**src/aic_pkg.sv**
```systemverilog
// ----------------------------------------------------------------------------
// aic_pkg
// Shared constants, types and GF(2^8) helpers for the AES inverse cipher core.
// ----------------------------------------------------------------------------
package aic_pkg;

  localparam int KEY_STORE_WORDS = 60;
  localparam int KEY_AW          = 6;
  localparam int NR_MIN          = 10;
  localparam int NR_LIMIT        = KEY_STORE_WORDS / 4 - 1;
  localparam int NR_MAX          = (NR_LIMIT < 14) ? NR_LIMIT : 14;

  localparam logic CMD_LOAD    = 1'b0;
  localparam logic CMD_DECRYPT = 1'b1;

  typedef logic [31:0]  col_t;
  typedef logic [127:0] block_t;

  localparam logic [7:0] INV_SBOX [256] = '{
    8'h52,8'h09,8'h6a,8'hd5,8'h30,8'h36,8'ha5,8'h38,8'hbf,8'h40,8'ha3,8'h9e,8'h81,8'hf3,8'hd7,8'hfb,
    8'h7c,8'he3,8'h39,8'h82,8'h9b,8'h2f,8'hff,8'h87,8'h34,8'h8e,8'h43,8'h44,8'hc4,8'hde,8'he9,8'hcb,
    8'h54,8'h7b,8'h94,8'h32,8'ha6,8'hc2,8'h23,8'h3d,8'hee,8'h4c,8'h95,8'h0b,8'h42,8'hfa,8'hc3,8'h4e,
    8'h08,8'h2e,8'ha1,8'h66,8'h28,8'hd9,8'h24,8'hb2,8'h76,8'h5b,8'ha2,8'h49,8'h6d,8'h8b,8'hd1,8'h25,
    8'h72,8'hf8,8'hf6,8'h64,8'h86,8'h68,8'h98,8'h16,8'hd4,8'ha4,8'h5c,8'hcc,8'h5d,8'h65,8'hb6,8'h92,
    8'h6c,8'h70,8'h48,8'h50,8'hfd,8'hed,8'hb9,8'hda,8'h5e,8'h15,8'h46,8'h57,8'ha7,8'h8d,8'h9d,8'h84,
    8'h90,8'hd8,8'hab,8'h00,8'h8c,8'hbc,8'hd3,8'h0a,8'hf7,8'he4,8'h58,8'h05,8'hb8,8'hb3,8'h45,8'h06,
    8'hd0,8'h2c,8'h1e,8'h8f,8'hca,8'h3f,8'h0f,8'h02,8'hc1,8'haf,8'hbd,8'h03,8'h01,8'h13,8'h8a,8'h6b,
    8'h3a,8'h91,8'h11,8'h41,8'h4f,8'h67,8'hdc,8'hea,8'h97,8'hf2,8'hcf,8'hce,8'hf0,8'hb4,8'he6,8'h73,
    8'h96,8'hac,8'h74,8'h22,8'he7,8'had,8'h35,8'h85,8'he2,8'hf9,8'h37,8'he8,8'h1c,8'h75,8'hdf,8'h6e,
    8'h47,8'hf1,8'h1a,8'h71,8'h1d,8'h29,8'hc5,8'h89,8'h6f,8'hb7,8'h62,8'h0e,8'haa,8'h18,8'hbe,8'h1b,
    8'hfc,8'h56,8'h3e,8'h4b,8'hc6,8'hd2,8'h79,8'h20,8'h9a,8'hdb,8'hc0,8'hfe,8'h78,8'hcd,8'h5a,8'hf4,
    8'h1f,8'hdd,8'ha8,8'h33,8'h88,8'h07,8'hc7,8'h31,8'hb1,8'h12,8'h10,8'h59,8'h27,8'h80,8'hec,8'h5f,
    8'h60,8'h51,8'h7f,8'ha9,8'h19,8'hb5,8'h4a,8'h0d,8'h2d,8'he5,8'h7a,8'h9f,8'h93,8'hc9,8'h9c,8'hef,
    8'ha0,8'he0,8'h3b,8'h4d,8'hae,8'h2a,8'hf5,8'hb0,8'hc8,8'heb,8'hbb,8'h3c,8'h83,8'h53,8'h99,8'h61,
    8'h17,8'h2b,8'h04,8'h7e,8'hba,8'h77,8'hd6,8'h26,8'he1,8'h69,8'h14,8'h63,8'h55,8'h21,8'h0c,8'h7d
  };

  function automatic logic [7:0] gf_mul(input logic [7:0] a, input logic [3:0] k);
    logic [7:0] acc;
    acc = 8'h00;
    for (int i = 3; i >= 0; i--) begin
      acc = {acc[6:0], 1'b0} ^ (acc[7] ? 8'h1b : 8'h00);
      if (k[i]) acc = acc ^ a;
    end
    return acc;
  endfunction

  function automatic col_t inv_mix_col(input col_t c);
    logic [7:0] b [4];
    col_t       r;
    for (int i = 0; i < 4; i++) b[i] = c[31-8*i -: 8];
    for (int i = 0; i < 4; i++) begin
      r[31-8*i -: 8] = gf_mul(b[i], 4'd14) ^ gf_mul(b[(i+1)%4], 4'd11) ^
                       gf_mul(b[(i+2)%4], 4'd13) ^ gf_mul(b[(i+3)%4], 4'd9);
    end
    return r;
  endfunction

  function automatic logic [7:0] get_byte(input block_t st, input logic [3:0] idx);
    logic [3:0] pos;
    pos = ~idx;
    return st[{pos, 3'b000} +: 8];
  endfunction

endpackage

```
**src/aic_if.sv**
```systemverilog
// ----------------------------------------------------------------------------
// aic_if
// Valid/ready channels of the AES inverse cipher core.
// ----------------------------------------------------------------------------
interface aic_in_if;
  logic        valid;
  logic        ready;
  logic        command;
  logic [5:0]  key_index;
  logic [31:0] key_word;
  logic [63:0] cipher_hi;
  logic [63:0] cipher_lo;

  modport source (output valid, command, key_index, key_word, cipher_hi, cipher_lo,
                  input ready);
  modport sink (input valid, command, key_index, key_word, cipher_hi, cipher_lo,
                output ready);
endinterface

interface aic_out_if;
  logic        valid;
  logic        ready;
  logic [63:0] plain_hi;
  logic [63:0] plain_lo;

  modport source (output valid, plain_hi, plain_lo, input ready);
  modport sink (input valid, plain_hi, plain_lo, output ready);
endinterface

```
**src/aic_ram.sv**
```systemverilog
// ----------------------------------------------------------------------------
// aic_ram
// Generic single-write, single-read RAM with registered read data.
// ----------------------------------------------------------------------------
module aic_ram #(
  parameter int WIDTH = 32,
  parameter int DEPTH = 60,
  parameter int AW    = $clog2(DEPTH)
) (
  input  logic             clk_i,
  input  logic             we_i,
  input  logic [AW-1:0]    waddr_i,
  input  logic [WIDTH-1:0] wdata_i,
  input  logic [AW-1:0]    raddr_i,
  output logic [WIDTH-1:0] rdata_o
);

  logic [WIDTH-1:0] mem_q [DEPTH];
  logic [WIDTH-1:0] rdata_q;

  always_ff @(posedge clk_i) begin
    if (we_i) mem_q[waddr_i] <= wdata_i;
    rdata_q <= mem_q[raddr_i];
  end

  assign rdata_o = rdata_q;

endmodule

```
**src/aes_inverse_cipher_core.sv**
```systemverilog
// ----------------------------------------------------------------------------
// aes_inverse_cipher_core
// AES-128/192/256 inverse cipher, one state column per cycle.
// ----------------------------------------------------------------------------
// Usage:
//   in_i carries one word per handshake: command 0 writes key_word into the
//   round-key store at key_index (ignored at 60 and above), command 1
//   decrypts cipher_hi/cipher_lo. out_o returns one plaintext word per
//   decrypt. cfg_we_i/cfg_wdata_i set the round count (10..14, clamped).
//   A decrypt walks the round keys one column per cycle through the key
//   store read port: 4*(Nr+1) column steps, the last of which registers
//   the result. The core is no longer busy once the result registers.
//   A result waits in the output register while the receiver stalls; a
//   new word is taken once that register is empty or being drained.
//   Reset clears control state and sets Nr to 10; the key store holds no
//   value until it is written.
// ----------------------------------------------------------------------------
module aes_inverse_cipher_core (
  input  logic       clk_i,
  input  logic       rst_ni,
  input  logic       cfg_we_i,
  input  logic [3:0] cfg_wdata_i,
  aic_in_if.sink     in_i,
  aic_out_if.source  out_o
);

  logic [3:0] round_count_q;
  logic       iss_act_q, iss_act_d;
  logic [3:0] iss_rnd_q, iss_rnd_d;
  logic [1:0] iss_col_q, iss_col_d;
  logic [3:0] nr_q, nr_d;
  logic       prc_valid_q;
  logic [3:0] prc_rnd_q;
  logic [1:0] prc_col_q;
  logic       prc_init_q;
  logic       out_valid_q, out_valid_d;
  aic_pkg::block_t st_q, st_d, nxt_q, nxt_d, plain_q, plain_d;

  logic        in_fire, busy, key_we;
  logic [3:0]  nr_clamp;
  aic_pkg::col_t key_col, new_col, sub_col, st_col;
  logic [aic_pkg::KEY_AW-1:0] raddr;
  logic [1:0]  col_pos;

  assign busy       = iss_act_q | prc_valid_q;
  assign in_i.ready = !busy && (!out_valid_q || out_o.ready);
  assign in_fire    = in_i.valid && in_i.ready;
  assign key_we     = in_fire && (in_i.command == aic_pkg::CMD_LOAD) &&
                      (in_i.key_index < 6'(aic_pkg::KEY_STORE_WORDS));
  assign raddr      = {iss_rnd_q, iss_col_q};

  aic_ram #(
    .WIDTH (32),
    .DEPTH (aic_pkg::KEY_STORE_WORDS),
    .AW    (aic_pkg::KEY_AW)
  ) u_key_ram (
    .clk_i   (clk_i),
    .we_i    (key_we),
    .waddr_i (in_i.key_index),
    .wdata_i (in_i.key_word),
    .raddr_i (raddr),
    .rdata_o (key_col)
  );

  always_comb begin
    if (round_count_q < 4'(aic_pkg::NR_MIN)) nr_clamp = 4'(aic_pkg::NR_MIN);
    else if (round_count_q > 4'(aic_pkg::NR_MAX)) nr_clamp = 4'(aic_pkg::NR_MAX);
    else nr_clamp = round_count_q;
  end

  always_comb begin
    logic [1:0] src;
    logic [7:0] sb;
    col_pos = ~prc_col_q;
    st_col  = st_q[{col_pos, 5'b00000} +: 32];
    for (int r = 0; r < 4; r++) begin
      src = prc_col_q - 2'(r);
      sb  = aic_pkg::INV_SBOX[aic_pkg::get_byte(st_q, {src, 2'(r)})];
      sub_col[31-8*r -: 8] = sb ^ key_col[31-8*r -: 8];
    end
    if (prc_init_q) new_col = st_col ^ key_col;
    else if (prc_rnd_q != 4'd0) new_col = aic_pkg::inv_mix_col(sub_col);
    else new_col = sub_col;
  end

  always_comb begin
    iss_act_d   = iss_act_q;
    iss_rnd_d   = iss_rnd_q;
    iss_col_d   = iss_col_q;
    nr_d        = nr_q;
    st_d        = st_q;
    nxt_d       = nxt_q;
    plain_d     = plain_q;
    out_valid_d = out_valid_q;
    if (out_valid_q && out_o.ready) out_valid_d = 1'b0;
    if (in_fire && (in_i.command == aic_pkg::CMD_DECRYPT)) begin
      iss_act_d = 1'b1;
      iss_rnd_d = nr_clamp;
      iss_col_d = 2'd0;
      nr_d      = nr_clamp;
      st_d      = {in_i.cipher_hi, in_i.cipher_lo};
    end
    if (iss_act_q) begin
      iss_col_d = iss_col_q + 2'd1;
      if (iss_col_q == 2'd3) begin
        if (iss_rnd_q == 4'd0) iss_act_d = 1'b0;
        else iss_rnd_d = iss_rnd_q - 4'd1;
      end
    end
    if (prc_valid_q) begin
      if (prc_init_q) begin
        st_d[{col_pos, 5'b00000} +: 32] = new_col;
      end else if (prc_col_q == 2'd3) begin
        st_d = {nxt_q[127:32], new_col};
        if (prc_rnd_q == 4'd0) begin
          plain_d     = {nxt_q[127:32], new_col};
          out_valid_d = 1'b1;
        end
      end else begin
        nxt_d[{col_pos, 5'b00000} +: 32] = new_col;
      end
    end
  end

  always_ff @(posedge clk_i or negedge rst_ni) begin
    if (!rst_ni) begin
      round_count_q <= 4'(aic_pkg::NR_MIN);
      iss_act_q     <= 1'b0;
      iss_rnd_q     <= 4'd0;
      iss_col_q     <= 2'd0;
      nr_q          <= 4'(aic_pkg::NR_MIN);
      prc_valid_q   <= 1'b0;
      prc_rnd_q     <= 4'd0;
      prc_col_q     <= 2'd0;
      prc_init_q    <= 1'b0;
      out_valid_q   <= 1'b0;
    end else begin
      if (cfg_we_i) round_count_q <= cfg_wdata_i;
      iss_act_q   <= iss_act_d;
      iss_rnd_q   <= iss_rnd_d;
      iss_col_q   <= iss_col_d;
      nr_q        <= nr_d;
      prc_valid_q <= iss_act_q;
      prc_rnd_q   <= iss_rnd_q;
      prc_col_q   <= iss_col_q;
      prc_init_q  <= iss_act_q && (iss_rnd_q == nr_q);
      out_valid_q <= out_valid_d;
    end
  end

  always_ff @(posedge clk_i) begin
    st_q    <= st_d;
    nxt_q   <= nxt_d;
    plain_q <= plain_d;
  end

  assign out_o.valid    = out_valid_q;
  assign out_o.plain_hi = plain_q[127:64];
  assign out_o.plain_lo = plain_q[63:0];

`ifndef SYNTHESIS
  a_prc_follows_iss: assert property (@(posedge clk_i) disable iff (!rst_ni)
    prc_valid_q |-> $past(iss_act_q)) else $error("column step without issue");
  a_decrypt_starts: assert property (@(posedge clk_i) disable iff (!rst_ni)
    (in_fire && in_i.command == aic_pkg::CMD_DECRYPT) |=> iss_act_q)
    else $error("decrypt did not start");
  a_no_accept_busy: assert property (@(posedge clk_i) disable iff (!rst_ni)
    busy |-> !in_i.ready) else $error("word taken while busy");
`endif

endmodule

```
**src/flat_wrapper.sv**
```systemverilog
// flat-port wrapper written by rule: the top's interface ports become plain ports
module aes_inverse_cipher_core_flat 
  (clk_i, rst_ni, cfg_we_i, cfg_wdata_i, in_i_valid, in_i_command, in_i_key_index, in_i_key_word, in_i_cipher_hi, in_i_cipher_lo, in_i_ready, out_o_valid, out_o_plain_hi, out_o_plain_lo, out_o_ready);
  aic_in_if in_i_i ();
  aic_out_if out_o_i ();
  input  logic clk_i;
  input  logic rst_ni;
  input  logic cfg_we_i;
  input  logic [3:0] cfg_wdata_i;
  input wire logic [$bits(in_i_i.valid)-1:0] in_i_valid;
  input wire logic [$bits(in_i_i.command)-1:0] in_i_command;
  input wire logic [$bits(in_i_i.key_index)-1:0] in_i_key_index;
  input wire logic [$bits(in_i_i.key_word)-1:0] in_i_key_word;
  input wire logic [$bits(in_i_i.cipher_hi)-1:0] in_i_cipher_hi;
  input wire logic [$bits(in_i_i.cipher_lo)-1:0] in_i_cipher_lo;
  output wire logic [$bits(in_i_i.ready)-1:0] in_i_ready;
  output wire logic [$bits(out_o_i.valid)-1:0] out_o_valid;
  output wire logic [$bits(out_o_i.plain_hi)-1:0] out_o_plain_hi;
  output wire logic [$bits(out_o_i.plain_lo)-1:0] out_o_plain_lo;
  input wire logic [$bits(out_o_i.ready)-1:0] out_o_ready;
  assign in_i_i.valid = in_i_valid;
  assign in_i_i.command = in_i_command;
  assign in_i_i.key_index = in_i_key_index;
  assign in_i_i.key_word = in_i_key_word;
  assign in_i_i.cipher_hi = in_i_cipher_hi;
  assign in_i_i.cipher_lo = in_i_cipher_lo;
  assign in_i_ready = in_i_i.ready;
  assign out_o_valid = out_o_i.valid;
  assign out_o_plain_hi = out_o_i.plain_hi;
  assign out_o_plain_lo = out_o_i.plain_lo;
  assign out_o_i.ready = out_o_ready;
  aes_inverse_cipher_core u_core (.clk_i(clk_i), .rst_ni(rst_ni), .cfg_we_i(cfg_we_i), .cfg_wdata_i(cfg_wdata_i), .in_i(in_i_i), .out_o(out_o_i));
endmodule
```
**config.mk**
```make
export PLATFORM = sky130hd
export DESIGN_NAME = aes_inverse_cipher_core_flat
export DESIGN_NICKNAME = d
export VERILOG_FILES = /design/src/aic_pkg.sv /design/src/aic_if.sv /design/src/aic_ram.sv /design/src/aes_inverse_cipher_core.sv /design/src/flat_wrapper.sv
export SDC_FILE = /design/constraint.sdc
export NUM_CORES = 2
export LEC_CHECK = 0
export BUFFER_PORTS_ARGS = -buffer_cell sky130_fd_sc_hd__buf_2
export CELL_PAD_IN_SITES_DETAIL_PLACEMENT = 0
export CELL_PAD_IN_SITES_GLOBAL_PLACEMENT = 1
export CORE_MARGIN = 4
export CORE_UTILIZATION = 37
export DETAILED_ROUTE_END_ITERATION = 6
export GPL_TIMING_DRIVEN = 0
export PLACE_DENSITY = 0.69
export SYNTH_ARGS = -nofsm -noshare
export SYNTH_HDL_FRONTEND = slang
export SYNTH_HIERARCHICAL = 1
export SYNTH_SLANG_ARGS = --single-unit
```
**constraint.sdc**
```tcl
create_clock -name clk_i -period 11.15 [get_ports clk_i]
set_clock_uncertainty 0.1 [all_clocks]
set_input_delay 2.23 -clock clk_i [delete_from_list [all_inputs] [get_ports clk_i]]
set_output_delay 2.23 -clock clk_i [all_outputs]
set_load 0.01 [all_outputs]
```
==> metrics.txt <==
total grt overflow=0; sequential fraction of the synthesis area=0.627; total number of vias=75800; Hold Violations, Final=0; RSZ-0062 raised after global routing=false; top post-synthesis cells by area=edfxtp_1, mux4_2, dfxtp_1; # rows=198; Startpoint Class=flip-flop; First-pass DRT Iterations=7; Die W=550 um; outcome=finished, violations left; per-cell routed wire length=36.6 um; Starting Density=0.373; first-pass GRT wire length=600000 um; final setup TNS=0 ns; critical path's most frequent cell=buf_2; Core Util, Final=0.427; final instance area=125000 um2; Max-Cap Viols=2; drc violations=1; largest net degree at the start of global routing=61; post-synth top area share=0.592; failing checks=DRC, capacitance limit, slew limit; vias in the first global route=73600; Period Utilization, post-route=0.979; Crit Path Class=reg -> reg; Worst EP arrival=11.38 ns; CTS tree=yes; min Tclk post-route=10.92 ns; CP max stage delay=0.93 ns; Worst EP required=11.61 ns; Worst R2R End=u_core/nxt_q[51]$_DFFE_PP_; mapped cell area=109000 um2; Post-synth EDFFs=2144; initial antenna violation count=24; postcts setup bufs=0; Syn Nets=7461; crit end category=flip-flop; Syn Area/Cell=15.1 um2; DP Area=117000 um2; clock latency on the worst-skew pair=0.92 ns; Min-Delay Path Class=reg -> reg; share of layout cells above drive strength 1=0.214; Worst Path Buf+Inv=10; Core ar.=292000 um2; relative slew slack=-0.0482; Layout Nets=8085; share of flip-flops with an asynchronous set or reset=0.0103; most common cell in the netlist=edfxtp_1; slowest CP cell=a211oi_1; clk sink count=2328; Worst path top cell family by delay=buffers and inverters; drt total wl=437000 um; Max Slew Vio Count=15; Port Buf Inserts=303; DR vias/cell=6.35; reg2reg path depth=24; hpwl dp=313000 um; IO Count=306; CTS buffer count=240; hold path depth=0; crit path cell chain=buf_2 -> buf_4 -> buf_6 -> buf_4 -> buf_6 -> inv_1 -> ha_1 -> buf_2 -> mux4_2 -> buf_2 -> buf_1 -> ha_1 -> clkbuf_1 -> nand3_1 -> a311oi_1 -> o21ai_1 -> a211oi_1 -> xnor2_2 -> xor2_1 -> xnor3_1 -> xnor2_2 -> xnor2_1 -> a221oi_2 -> nor2_1; Gate Count Post-Synth=7198; synth cell count leaders=edfxtp_1, mux4_2, nand2_1; dominant cell type by area after synthesis=edfxtp_1; WHS Endpoint=u_core/prc_valid_q$_DFF_PN0_; H-tree levels=4; yosys warns=6; Routability Congestion=0.986; Most used DFF post-synth=edfxtp_1; FILL cells=26400; Synth cell types=122; overall global routing resource usage=0.280; antenna viol nets, final=0; R2R setup slack=0.23 ns; Die Ht=550 um; Yosys reg bits=2328; R2R Path Start=u_core/prc_col_q[1]$_DFF_PN0_; fmax=91.6 MHz; Area Overhead vs Synth=14.5%; Worst-path clk slew=0.06 ns; worst min-delay path startpoint=u_core/iss_act_q$_DFF_PN0_; clock tree buffer depth=4; Setup violations, final=0; die area=303000 um2; Clock Tree Root=clkbuf_16; worst-margin pin slew=1.56 ns; Iteration-0 DRC Markers=10500; Max FO, Critical Path=28
==> worst reg2reg max path: stages (launching register included) <==
cell      delay, ns
dfrtp_1        0.55
buf_2          0.35
buf_4          0.30
buf_6          0.22
buf_4          0.26
buf_6          0.37
inv_1          0.14
ha_1           0.53
buf_2          0.47
mux4_2         0.42
buf_2          0.30
buf_1          0.75
ha_1           0.68
clkbuf_1       0.65
nand3_1        0.24
a311oi_1       0.53
o21ai_1        0.14
a211oi_1       0.93
xnor2_2        0.45
xor2_1         0.55
xnor3_1        0.33
xnor2_2        0.26
xnor2_1        0.17
a221oi_2       0.79
nor2_1         0.16
==> layout make-up <==
type                            instances  area, um2  area share
Antenna cell                           23       57.6    0.000462
Buffer                                565       2920      0.0234
Clock buffer                          312       6340      0.0509
Clock inverter                        130       1090     0.00876
Inverter                               88        333     0.00267
Multi-Input combinational cell       4214      37800       0.304
Sequential cell                      2328      68200       0.547
Tap cell                             3900       4880      0.0392
Timing Repair Buffer                  385       2950      0.0237
==> cell families (layout without fill, tap and decap cells) <==
logic type	after synthesis	count (layout)	share of synthesized area
adders and majority gates	87	87	0.0100
and+or+nand+nor	1403	1403	0.0602
other	0	23	0
buffers and inverters	656	1480	0.0300
DFF	2328	2328	0.627
xor gates and xnor gates	246	246	0.0316
AOI/OAI and AO/OA	1707	1707	0.110
muxes	771	771	0.131
==> registers in the layout, summed over array words and instances, names as in the netlist, 2 cells and up <==
register,count
u_core/iss_col_q,2
u_core/iss_rnd_q,4
u_core/nr_q,4
u_core/nxt_q,96
u_core/plain_q,128
u_core/prc_col_q,2
u_core/prc_rnd_q,4
u_core/round_count_q,4
u_core/st_q,128
u_core/u_key_ram/mem_q,1920
u_core/u_key_ram/rdata_o,32
==> per-layer routing <==
layer,track usage,routed length [um],share of wire
met5,0,89,0.00020
met4,0.127,24000,0.055
met2,0.443,200000,0.46
met1,0.375,169000,0.39
met3,0.0533,43500,0.10
==> through the flow <==
step,hold slack [ns],setup WS (ns),cells
after floorplan,0.252,0.0945,7198
after global placement,0.267,-3.15,11400
after detailed placement,0.266,-2.03,11500
after CTS,0.288,0.499,11900
after global routing,0.297,0.221,11900
final,0.291,0.232,11900
==> layout by cell type (no fill, tap or decap), types with 72 or more instances in the layout <==
master and n:
xnor2_1 106, inv_1 73, a31oi_1 72, nand2b_1 89, buf_2 468, dfxtp_1 160, nand2_1 436, o211ai_1 119
mux4_2 515, clkbuf_16 241, mux2i_1 215, nor3_1 72, a22oi_1 131, edfxtp_1 2144, ha_1 87, a21oi_1 332
clkbuf_1 321, nand3_1 131, nor2_1 340, o21ai_0 268
==> worst max-delay path by stage <==
stage	slack, ns	cells after the start	start	to
final	0.23	24	u_core/prc_col_q[1]$_DFF_PN0_	u_core/nxt_q[51]$_DFFE_PP_
after global routing	0.22	28	u_core/prc_col_q[1]$_DFF_PN0_	u_core/nxt_q[51]$_DFFE_PP_
after CTS	0.50	25	u_core/prc_col_q[1]$_DFF_PN0_	u_core/nxt_q[47]$_DFFE_PP_
after detailed placement	-2.03	28	u_core/prc_col_q[1]$_DFF_PN0_	u_core/plain_q[13]$_DFFE_PP_
after global placement	-3.15	4	u_core/prc_rnd_q[1]$_DFF_PN0_	u_core/out_o.valid$_DFF_PN0_
after floorplan	0.09	4	u_core/prc_rnd_q[1]$_DFF_PN0_	u_core/st_q[27]$_DFF_P_
==> repair_timing <==
item / 4_1_cts / 5_1_grt
hold buffers: 0 / 0
gates resized for setup: 7 / 0
setup endpoints to repair: 179 / 0
endpoints found under the hold margin: 0 / 0
Power is left out: the tool's default activity adds up to more than one toggle a clock period on the data nets, which glitch-free logic cannot reach.
